===== config.mk =====
export PLATFORM = sky130hd
export DESIGN_NAME = parallel_printer_byte_sender
export DESIGN_NICKNAME = d
export VERILOG_FILES = /design/src/rtl/pps_pkg.sv /design/src/rtl/parallel_printer_byte_sender.sv /design/src/rtl/pps_in_stage.sv /design/src/rtl/pps_core.sv
export SDC_FILE = /design/constraint.sdc
export NUM_CORES = 1
export LEC_CHECK = 0
export BUFFER_PORTS_ARGS = -buffer_cell sky130_fd_sc_hd__buf_4
export CORE_MARGIN = 5
export CORE_UTILIZATION = 45
export CTS_CLUSTER_DIAMETER = 100
export DETAILED_ROUTE_END_ITERATION = 12
export PLACE_DENSITY = 0.61
export SYNTH_ARGS = -nofsm -noshare
export SYNTH_HDL_FRONTEND = slang
export SYNTH_SLANG_ARGS = --single-unit

===== constraint.sdc =====
create_clock -name i_clk -period 14.2 [get_ports i_clk]
set_input_delay 2.84 -clock i_clk [delete_from_list [all_inputs] [get_ports i_clk]]
set_output_delay 2.84 -clock i_clk [all_outputs]
set_load 0.1 [all_outputs]

===== src/rtl/pps_pkg.sv =====
package pps_pkg;

    localparam int DATA_W     = 8;
    localparam int LIMIT_W    = 16;
    localparam int STROBE_W   = 8;
    localparam int DELAY_W    = 16;
    localparam int SLEEP_W    = 16;
    localparam int WRITTEN_W  = 16;
    localparam int CMD_W      = 2;
    localparam int ERR_W      = 3;
    localparam int CFG_IDX_W  = 3;
    localparam int CFG_DATA_W = 16;

    localparam int DEF_RESET_PULSE_TICKS = 64;
    localparam int DEF_COUNT_WIDTH       = 16;

    localparam logic [CMD_W-1:0] CMD_TICK  = 2'd0;
    localparam logic [CMD_W-1:0] CMD_BYTE  = 2'd1;
    localparam logic [CMD_W-1:0] CMD_RESET = 2'd2;

    localparam logic [CFG_IDX_W-1:0] CFG_CHAR_LIMIT  = 3'd0;
    localparam logic [CFG_IDX_W-1:0] CFG_STROBE_WAIT = 3'd1;
    localparam logic [CFG_IDX_W-1:0] CFG_RETRY_DELAY = 3'd2;
    localparam logic [CFG_IDX_W-1:0] CFG_ERROR_DELAY = 3'd3;
    localparam logic [CFG_IDX_W-1:0] CFG_ABORT       = 3'd4;

    typedef enum logic [ERR_W-1:0] {
        ERR_NONE      = 3'd0,
        ERR_PAPER_OUT = 3'd1,
        ERR_OFFLINE   = 3'd2,
        ERR_FAULT     = 3'd3,
        ERR_INTR      = 3'd4
    } t_err;

    typedef struct packed {
        logic [LIMIT_W-1:0]  char_limit;
        logic [STROBE_W-1:0] strobe_wait;
        logic [DELAY_W-1:0]  retry_delay;
        logic [DELAY_W-1:0]  error_delay;
        logic                abort_on_error;
    } t_cfg;

    typedef struct packed {
        logic [CMD_W-1:0]  cmd;
        logic [DATA_W-1:0] data_byte;
        logic              start_of_write;
        logic              slow_tick;
        logic              cancel;
        logic              not_busy;
        logic              paper_out;
        logic              selected;
        logic              no_fault;
    } t_item;

    typedef struct packed {
        logic [DATA_W-1:0]    data_lines;
        logic                 strobe_res;
        logic                 init_low;
        logic                 ready_res;
        logic                 byte_done;
        logic [ERR_W-1:0]     error_code;
        logic                 finished;
        logic [WRITTEN_W-1:0] written_count;
    } t_result;

endpackage


===== src/rtl/parallel_printer_byte_sender.sv =====
// channel | valid      | ready      | payload
// input   | i_in_valid | o_in_ready | i_cmd .. i_no_fault, one port tick per beat
// output  | o_out_valid| i_out_ready| o_data_lines .. o_written_count, one per beat
// config  | i_cfg_we   | (none)     | i_cfg_idx, i_cfg_data
//
// One beat in per cycle while results are taken; a beat passes the input
// register, then the step logic into the result register, to become valid.
// While a result stalls on the output the input register takes one more beat,
// then o_in_ready drops until the result leaves.
// Synchronous active-low reset clears control state and config to defaults.
module parallel_printer_byte_sender #(
    parameter int RESET_PULSE_TICKS = pps_pkg::DEF_RESET_PULSE_TICKS,
    parameter int COUNT_WIDTH       = pps_pkg::DEF_COUNT_WIDTH
) (
    input  logic                              i_clk,
    input  logic                              i_rst_n,
    input  logic                              i_cfg_we,
    input  logic [pps_pkg::CFG_IDX_W-1:0]     i_cfg_idx,
    input  logic [pps_pkg::CFG_DATA_W-1:0]    i_cfg_data,
    input  logic                              i_in_valid,
    output logic                              o_in_ready,
    input  logic [pps_pkg::CMD_W-1:0]         i_cmd,
    input  logic [pps_pkg::DATA_W-1:0]        i_data_byte,
    input  logic                              i_start_of_write,
    input  logic                              i_slow_tick,
    input  logic                              i_cancel,
    input  logic                              i_not_busy,
    input  logic                              i_paper_out,
    input  logic                              i_selected,
    input  logic                              i_no_fault,
    output logic                              o_out_valid,
    input  logic                              i_out_ready,
    output logic [pps_pkg::DATA_W-1:0]        o_data_lines,
    output logic                              o_strobe_res,
    output logic                              o_init_low,
    output logic                              o_ready_res,
    output logic                              o_byte_done,
    output logic [pps_pkg::ERR_W-1:0]         o_error_code,
    output logic                              o_finished,
    output logic [pps_pkg::WRITTEN_W-1:0]     o_written_count
);
    import pps_pkg::*;

    t_cfg    r_cfg;
    t_item   in_item, stage_item;
    t_result res;
    logic    stage_valid, take;

    always_ff @(posedge i_clk) begin
        if (!i_rst_n) begin
            r_cfg.char_limit     <= LIMIT_W'(1000);
            r_cfg.strobe_wait    <= STROBE_W'(1);
            r_cfg.retry_delay    <= DELAY_W'(40);
            r_cfg.error_delay    <= DELAY_W'(1000);
            r_cfg.abort_on_error <= 1'b0;
        end else if (i_cfg_we) begin
            case (i_cfg_idx)
                CFG_CHAR_LIMIT:  r_cfg.char_limit     <= i_cfg_data[LIMIT_W-1:0];
                CFG_STROBE_WAIT: r_cfg.strobe_wait    <= i_cfg_data[STROBE_W-1:0];
                CFG_RETRY_DELAY: r_cfg.retry_delay    <= i_cfg_data[DELAY_W-1:0];
                CFG_ERROR_DELAY: r_cfg.error_delay    <= i_cfg_data[DELAY_W-1:0];
                CFG_ABORT:       r_cfg.abort_on_error <= i_cfg_data[0];
                default: ;
            endcase
        end
    end

    assign in_item.cmd            = i_cmd;
    assign in_item.data_byte      = i_data_byte;
    assign in_item.start_of_write = i_start_of_write;
    assign in_item.slow_tick      = i_slow_tick;
    assign in_item.cancel         = i_cancel;
    assign in_item.not_busy       = i_not_busy;
    assign in_item.paper_out      = i_paper_out;
    assign in_item.selected       = i_selected;
    assign in_item.no_fault       = i_no_fault;

    pps_in_stage u_in_stage (
        .i_clk   (i_clk),
        .i_rst_n (i_rst_n),
        .i_valid (i_in_valid),
        .o_ready (o_in_ready),
        .i_item  (in_item),
        .o_valid (stage_valid),
        .i_take  (take),
        .o_item  (stage_item)
    );

    pps_core #(
        .RESET_PULSE_TICKS (RESET_PULSE_TICKS),
        .COUNT_WIDTH       (COUNT_WIDTH)
    ) u_core (
        .i_clk   (i_clk),
        .i_rst_n (i_rst_n),
        .i_cfg   (r_cfg),
        .i_valid (stage_valid),
        .o_take  (take),
        .i_item  (stage_item),
        .o_valid (o_out_valid),
        .i_ready (i_out_ready),
        .o_res   (res)
    );

    assign o_data_lines    = res.data_lines;
    assign o_strobe_res    = res.strobe_res;
    assign o_init_low      = res.init_low;
    assign o_ready_res     = res.ready_res;
    assign o_byte_done     = res.byte_done;
    assign o_error_code    = res.error_code;
    assign o_finished      = res.finished;
    assign o_written_count = res.written_count;

endmodule


===== src/rtl/pps_in_stage.sv =====
module pps_in_stage (
    input  logic          i_clk,
    input  logic          i_rst_n,
    input  logic          i_valid,
    output logic          o_ready,
    input  pps_pkg::t_item i_item,
    output logic          o_valid,
    input  logic          i_take,
    output pps_pkg::t_item o_item
);
    import pps_pkg::*;

    logic  r_valid;
    t_item r_item;

    // refill in the same cycle the held beat moves on
    assign o_ready = !r_valid || i_take;
    assign o_valid = r_valid;
    assign o_item  = r_item;

    always_ff @(posedge i_clk) begin
        if (!i_rst_n) begin
            r_valid <= 1'b0;
        end else if (o_ready) begin
            r_valid <= i_valid;
        end
    end

    always_ff @(posedge i_clk) begin
        if (i_valid && o_ready) begin
            r_item <= i_item;
        end
    end

endmodule


===== src/rtl/pps_core.sv =====
module pps_core #(
    parameter int RESET_PULSE_TICKS = pps_pkg::DEF_RESET_PULSE_TICKS,
    parameter int COUNT_WIDTH       = pps_pkg::DEF_COUNT_WIDTH
) (
    input  logic             i_clk,
    input  logic             i_rst_n,
    input  pps_pkg::t_cfg    i_cfg,
    input  logic             i_valid,
    output logic             o_take,
    input  pps_pkg::t_item   i_item,
    output logic             o_valid,
    input  logic             i_ready,
    output pps_pkg::t_result o_res
);
    import pps_pkg::*;

    localparam int CMP_W = (COUNT_WIDTH > LIMIT_W) ? COUNT_WIDTH : LIMIT_W;
    localparam logic [COUNT_WIDTH-1:0] CMAX = {COUNT_WIDTH{1'b1}};
    localparam logic [SLEEP_W-1:0] PULSE_TICKS = SLEEP_W'(RESET_PULSE_TICKS);

    typedef enum logic [2:0] {
        PH_IDLE,
        PH_POLL,
        PH_SETUP,
        PH_STROBE,
        PH_ERRSLEEP,
        PH_RETRYSLEEP,
        PH_RESET
    } t_phase;

    t_phase                 r_phase, n_phase;
    logic [COUNT_WIDTH-1:0] r_poll, n_poll;
    logic [STROBE_W-1:0]    r_strobe, n_strobe;
    logic [SLEEP_W-1:0]     r_sleep, n_sleep;
    logic [DATA_W-1:0]      r_held, n_held;
    logic [WRITTEN_W-1:0]   r_written, n_written;
    t_err                   r_err, n_err;
    logic                   r_valid;
    t_result                r_res, n_res;

    logic [COUNT_WIDTH-1:0] poll_inc;
    logic [DELAY_W-1:0]     delay;
    logic [SLEEP_W-1:0]     slp;
    t_err                   cls;
    logic                   done, fin, init, drive;

    assign o_take  = i_valid && (!r_valid || i_ready);
    assign o_valid = r_valid;
    assign o_res   = r_res;

    // fault class at a timeout: paper out wins, then offline, then fault line
    always_comb begin
        if (i_item.paper_out) begin
            cls = ERR_PAPER_OUT;
        end else if (!i_item.selected) begin
            cls = ERR_OFFLINE;
        end else if (!i_item.no_fault) begin
            cls = ERR_FAULT;
        end else begin
            cls = ERR_NONE;
        end
    end

    assign poll_inc = (r_poll < CMAX) ? r_poll + 1'b1 : r_poll;
    assign delay    = (r_phase == PH_ERRSLEEP) ? i_cfg.error_delay : i_cfg.retry_delay;
    assign slp      = (i_item.slow_tick && (r_sleep < delay)) ? r_sleep + 1'b1 : r_sleep;

    always_comb begin
        n_phase   = r_phase;
        n_poll    = r_poll;
        n_strobe  = r_strobe;
        n_sleep   = r_sleep;
        n_held    = r_held;
        n_written = r_written;
        n_err     = r_err;
        done      = 1'b0;
        fin       = 1'b0;
        init      = 1'b0;

        if (i_item.start_of_write) begin
            n_written = '0;
            n_err     = ERR_NONE;
        end

        if (i_item.cmd == CMD_RESET) begin
            n_sleep = SLEEP_W'(1);
            n_phase = (n_sleep >= PULSE_TICKS) ? PH_IDLE : PH_RESET;
            init    = 1'b1;
        end else begin
            case (r_phase)
                PH_IDLE: begin
                    if (i_item.cmd == CMD_BYTE) begin
                        n_held  = i_item.data_byte;
                        n_poll  = '0;
                        n_phase = PH_POLL;
                    end
                end
                PH_POLL: begin
                    n_poll = poll_inc;
                    if (i_item.not_busy) begin
                        n_strobe = '0;
                        n_phase  = PH_SETUP;
                    end else if ((CMP_W'(poll_inc) >= CMP_W'(i_cfg.char_limit))
                                 || (poll_inc == CMAX)) begin
                        if (cls != ERR_NONE) begin
                            n_err = cls;
                            if (i_cfg.abort_on_error) begin
                                fin     = 1'b1;
                                n_phase = PH_IDLE;
                            end else begin
                                n_sleep = '0;
                                n_phase = PH_ERRSLEEP;
                            end
                        end else if (i_item.cancel) begin
                            n_err   = ERR_INTR;
                            fin     = 1'b1;
                            n_phase = PH_IDLE;
                        end else begin
                            n_sleep = '0;
                            n_phase = PH_RETRYSLEEP;
                        end
                    end
                end
                PH_SETUP: begin
                    if (r_strobe >= i_cfg.strobe_wait) begin
                        n_strobe = '0;
                        n_phase  = PH_STROBE;
                    end else begin
                        n_strobe = r_strobe + 1'b1;
                    end
                end
                PH_STROBE: begin
                    if (r_strobe >= i_cfg.strobe_wait) begin
                        done    = 1'b1;
                        n_phase = PH_IDLE;
                        n_err   = ERR_NONE;
                        if (n_written != '1) begin
                            n_written = n_written + 1'b1;
                        end
                    end else begin
                        n_strobe = r_strobe + 1'b1;
                    end
                end
                PH_ERRSLEEP: begin
                    n_sleep = slp;
                    if (slp >= delay) begin
                        if (i_item.cancel) begin
                            n_err   = ERR_INTR;
                            fin     = 1'b1;
                            n_phase = PH_IDLE;
                        end else begin
                            n_sleep = '0;
                            n_phase = PH_RETRYSLEEP;
                        end
                    end
                end
                PH_RETRYSLEEP: begin
                    n_sleep = slp;
                    if (slp >= delay) begin
                        n_poll  = '0;
                        n_phase = PH_POLL;
                    end
                end
                PH_RESET: begin
                    if (r_sleep != '1) begin
                        n_sleep = r_sleep + 1'b1;
                    end
                    init = 1'b1;
                    if (n_sleep >= PULSE_TICKS) begin
                        n_phase = PH_IDLE;
                    end
                end
                default: begin
                    n_phase = PH_IDLE;
                end
            endcase
        end

        drive = done || (n_phase == PH_SETUP) || (n_phase == PH_STROBE);

        n_res.data_lines    = drive ? n_held : '0;
        n_res.strobe_res    = (n_phase == PH_STROBE);
        n_res.init_low      = init;
        n_res.ready_res     = (n_phase == PH_IDLE);
        n_res.byte_done     = done;
        n_res.error_code    = n_err;
        n_res.finished      = fin;
        n_res.written_count = n_written;
    end

    always_ff @(posedge i_clk) begin
        if (!i_rst_n) begin
            r_phase   <= PH_IDLE;
            r_poll    <= '0;
            r_strobe  <= '0;
            r_sleep   <= '0;
            r_held    <= '0;
            r_written <= '0;
            r_err     <= ERR_NONE;
            r_valid   <= 1'b0;
        end else begin
            if (o_take) begin
                r_phase   <= n_phase;
                r_poll    <= n_poll;
                r_strobe  <= n_strobe;
                r_sleep   <= n_sleep;
                r_held    <= n_held;
                r_written <= n_written;
                r_err     <= n_err;
                r_res     <= n_res;
                r_valid   <= 1'b1;
            end else if (i_ready) begin
                r_valid   <= 1'b0;
            end
        end
    end

    a_done_idle: assert property (@(posedge i_clk) disable iff (!i_rst_n)
        r_valid && r_res.byte_done |-> r_res.ready_res && !r_res.strobe_res
            && (r_res.error_code == ERR_NONE))
        else $error("byte_done without returning to idle");

    a_fin_idle: assert property (@(posedge i_clk) disable iff (!i_rst_n)
        r_valid && r_res.finished |-> r_res.ready_res && !r_res.byte_done
            && (r_res.error_code != ERR_NONE))
        else $error("finished without idle or error class");

    a_strobe_drive: assert property (@(posedge i_clk) disable iff (!i_rst_n)
        r_valid && r_res.strobe_res |-> !r_res.ready_res && !r_res.init_low
            && (r_res.data_lines == r_held))
        else $error("strobe without held byte on data lines");

    a_reset_pulse: assert property (@(posedge i_clk) disable iff (!i_rst_n)
        o_take && (i_item.cmd == CMD_RESET) |=> r_res.init_low && !r_res.strobe_res)
        else $error("reset command did not pull control lines low");

endmodule

==> impl_metrics.json <==
{
  "status": "completed",
  "drcViolationCount": 0,
  "nets": 1412,
  "finalHoldViolations": 0,
  "synth-edff-count": 49,
  "p_per_area_nw_per_um2": 95.5,
  "fp-row-count": 55,
  "setup_viol": 0,
  "cp.required_ps": 14570,
  "synthCells": 1280,
  "synth.most_common_cell": "nand2_1",
  "num-fill-cells": 2205,
  "cts.htree.levels": 4,
  "syn_avg_cell_area_sq_um": 8.14,
  "period_share": 0.496,
  "synth-seq-cells": 178,
  "cts_root_buf": "clkbuf_16",
  "cts_resized": 0,
  "wl_per_cell_um": 17.5,
  "crit_path_cell_trace": "or3b_1 > mux2i_1 > ha_1 > nand4_1 > nor4_1 > nand2_1 > o211ai_2 > nor3_1 > xnor2_1 > ha_1 > a21oi_1 > o21ai_0 > o21bai_1 > o21ai_0 > o31ai_2 > nor3_2 > o221ai_2 > o21ai_0 > a21oi_1",
  "synth_cell_type_count": 81,
  "cts_tree": "yes",
  "end_kind": "flip-flop",
  "ir_drop_uv": 108,
  "finClkSkew_ps": 13.9,
  "synth_top_cell_area_share": 0.248,
  "ctsHoldBuffers": 0,
  "cts.sinks": 178,
  "portBuffers": 74,
  "yosys_warnings": 0,
  "die_area_sq_um": 26300,
  "vias_per_cell": 5.67,
  "clock_latency_ps": 440,
  "cp_slowest_cell": "or3b_1",
  "fin_setup_tns_ps": 0,
  "core_area_sq_um": 22700,
  "routabilityCongestion": 0.893,
  "syn2layout_area_growth_pct": 12.2,
  "drt_iter0_markers": 705,
  "cts_setup_buffers": 0,
  "power_leakage_nw": 4.50,
  "die_h_um": 162,
  "grt_usage": 0.213,
  "ioPinCount": 75,
  "grt_first_pass_wirelength_um": 45200,
  "worst_pin_slew_ps": 1240,
  "grt_pass1_vias": 8367,
  "ant_nets": 0,
  "drt_first_pass_iters": 5,
  "fmax_mhz": 142,
  "ctsLongestPathBuffers": 2,
  "syn_area_sq_um": 10400,
  "total_power_mw": 1.12,
  "syn_nets": 1378,
  "clk_pin_slew_worst_paths_ps": 80,
  "yosys_most_used_dff": "dfxtp_1",
  "grt_overflow": 0,
  "synthArstFlopShare": 0,
  "whs_ps": 456,
  "start_kind": "flip-flop",
  "synth-seq-area-share": 0.389,
  "yosys-top-cells-count": "nand2_1, dfxtp_1, a21oi_1",
  "critPathMostFrequentCell": "o21ai_0",
  "critical_path_class": "reg2reg",
  "die_x_um": 162,
  "drv_slew": 0,
  "hold_path_class": "reg2reg",
  "start_util": 0.459,
  "dpl.hpwl_um": 20500,
  "fin_crit_ps": 7040,
  "slew_headroom": 0.164,
  "drive_above_1_share": 0.106,
  "critPathArrivalTime_ps": 7400,
  "drv_cap": 0,
  "num_antenna_cells": 0,
  "vias": 9142,
  "cts_made_buffers": 17,
  "antenna_found_initial": 0,
  "critPathMaxFanout": 21,
  "critPathMaxStageDelay_ps": 860,
  "grt_setup_unrepaired": "no",
  "synth_area_leaders": "dfxtp_1, edfxtp_1, nand2_1, ha_1, a21oi_1",
  "wirelength_um": 28100,
  "grt_max_degree": 72,
  "yosys.area.top_type": "dfxtp_1"
}
-- per-stage QoR --
| stage | cell area, sq um | setup WS, ps | util | std cells |
|---|---|---|---|---|
| 6_report | 11700 | 7160 | 0.515 | 1612 |
| 5_1_grt | 11700 | 6600 | 0.515 | 1612 |
| 4_1_cts | 11700 | 7260 | 0.515 | 1612 |
| 3_5_place_dp | 11100 | 7300 | 0.490 | 1580 |
| 3_3_place_gp | 11100 | 7530 | 0.490 | 1580 |
| 2_1_floorplan | 10400 | 7720 | - | 1280 |
-- layer usage --
metal / GRT usage / routed length, um / vias up
met3: 0.0297 / 1370 / 26
met5: 0 / 0 / -
met1: 0.318 / 13800 / 4258
li1: - / - / 4605
met2: 0.325 / 12500 / 253
met4: 0.0538 / 425 / 0
-- path summary, 6_finish.rpt --
kind,start,to,slack (ps),depth (start not counted)
max,u_core.r_phase[1],u_core.r_poll[11],7160,19
min,r_cfg[2],r_cfg[2],460,2
max reg2reg,u_core.r_phase[1],u_core.r_poll[11],7160,19
min reg2reg,r_cfg[2],r_cfg[2],460,2
-- final cells by class --
cell class / instances / area (sq um) / area share
multi-input cells: 990 / 5930 / 0.507
flip-flops and latches: 178 / 4050 / 0.347
repair buffers: 82 / 616 / 0.0527
clock buffers: 18 / 429 / 0.0367
well taps: 285 / 357 / 0.0305
inverters: 45 / 171 / 0.0147
clock inverters: 14 / 136 / 0.0117
-- registers in the layout (all words and copies together), names as in the netlist --
name / flops
u_core.o_res: 32
u_core.r_sleep: 16
u_in_stage.o_item: 17
u_core.o_valid: 1
u_core.r_phase: 3
u_core.r_strobe: 8
r_cfg: 57
u_core.r_written: 16
u_core.r_err: 3
u_in_stage.o_valid: 1
u_core.r_held: 8
u_core.r_poll: 16
-- worst max-delay path: cells and delay by family (launching register included) --
family	cells	cell delay [ps]
adder cells (fa/ha/maj)	2	680
XOR/XNOR	1	170
AO/OA/AOI/OAI	9	3320
flip-flops	1	660
multiplexers	1	310
AND/OR/NAND/NOR	6	1780
-- cells by family (layout without fill, tap and decap cells) --
group                      count (synthesis)  after routing  synth area share
and+or+nand+nor                          563            563             0.255
AOI/OAI and AO/OA                        288            288             0.172
DFF                                      178            178             0.389
buffers and inverters                    112            159            0.0426
adders and majority gates                 57             57            0.0685
xor gates and xnor gates                  52             52            0.0437
muxes                                     30             30            0.0291
-- cells in the final DEF (no fill, tap or decap), drive strengths merged, types with 13 or more instances in the layout --
cell type,synthesis,final
a21oi,125,125
inv,45,54
and3,18,18
edfxtp,49,49
nand4,24,24
xnor2,33,33
nand2b,20,20
ha,57,57
nor2b,21,21
nor2,117,117
xor2,19,19
nand3,66,66
o21ai,58,58
buf,16,82
mux2i,28,28
a31oi,14,14
dfxtp,129,129
or3,13,13
nand2,220,220
nor3,15,15
clkbuf,51,18
-- report_power, final --
group / total [mW] / leakage (nW) / switching (mW) / internal (mW)
sequential: 0.541 / 1.50 / 0.00800 / 0.533
clock: 0.463 / 0.276 / 0.229 / 0.234
combinational: 0.113 / 2.73 / 0.0780 / 0.0351
total: 1.12 / 4.50 / 0.315 / 0.802
Note: power is estimated with default switching activity, not from simulation.
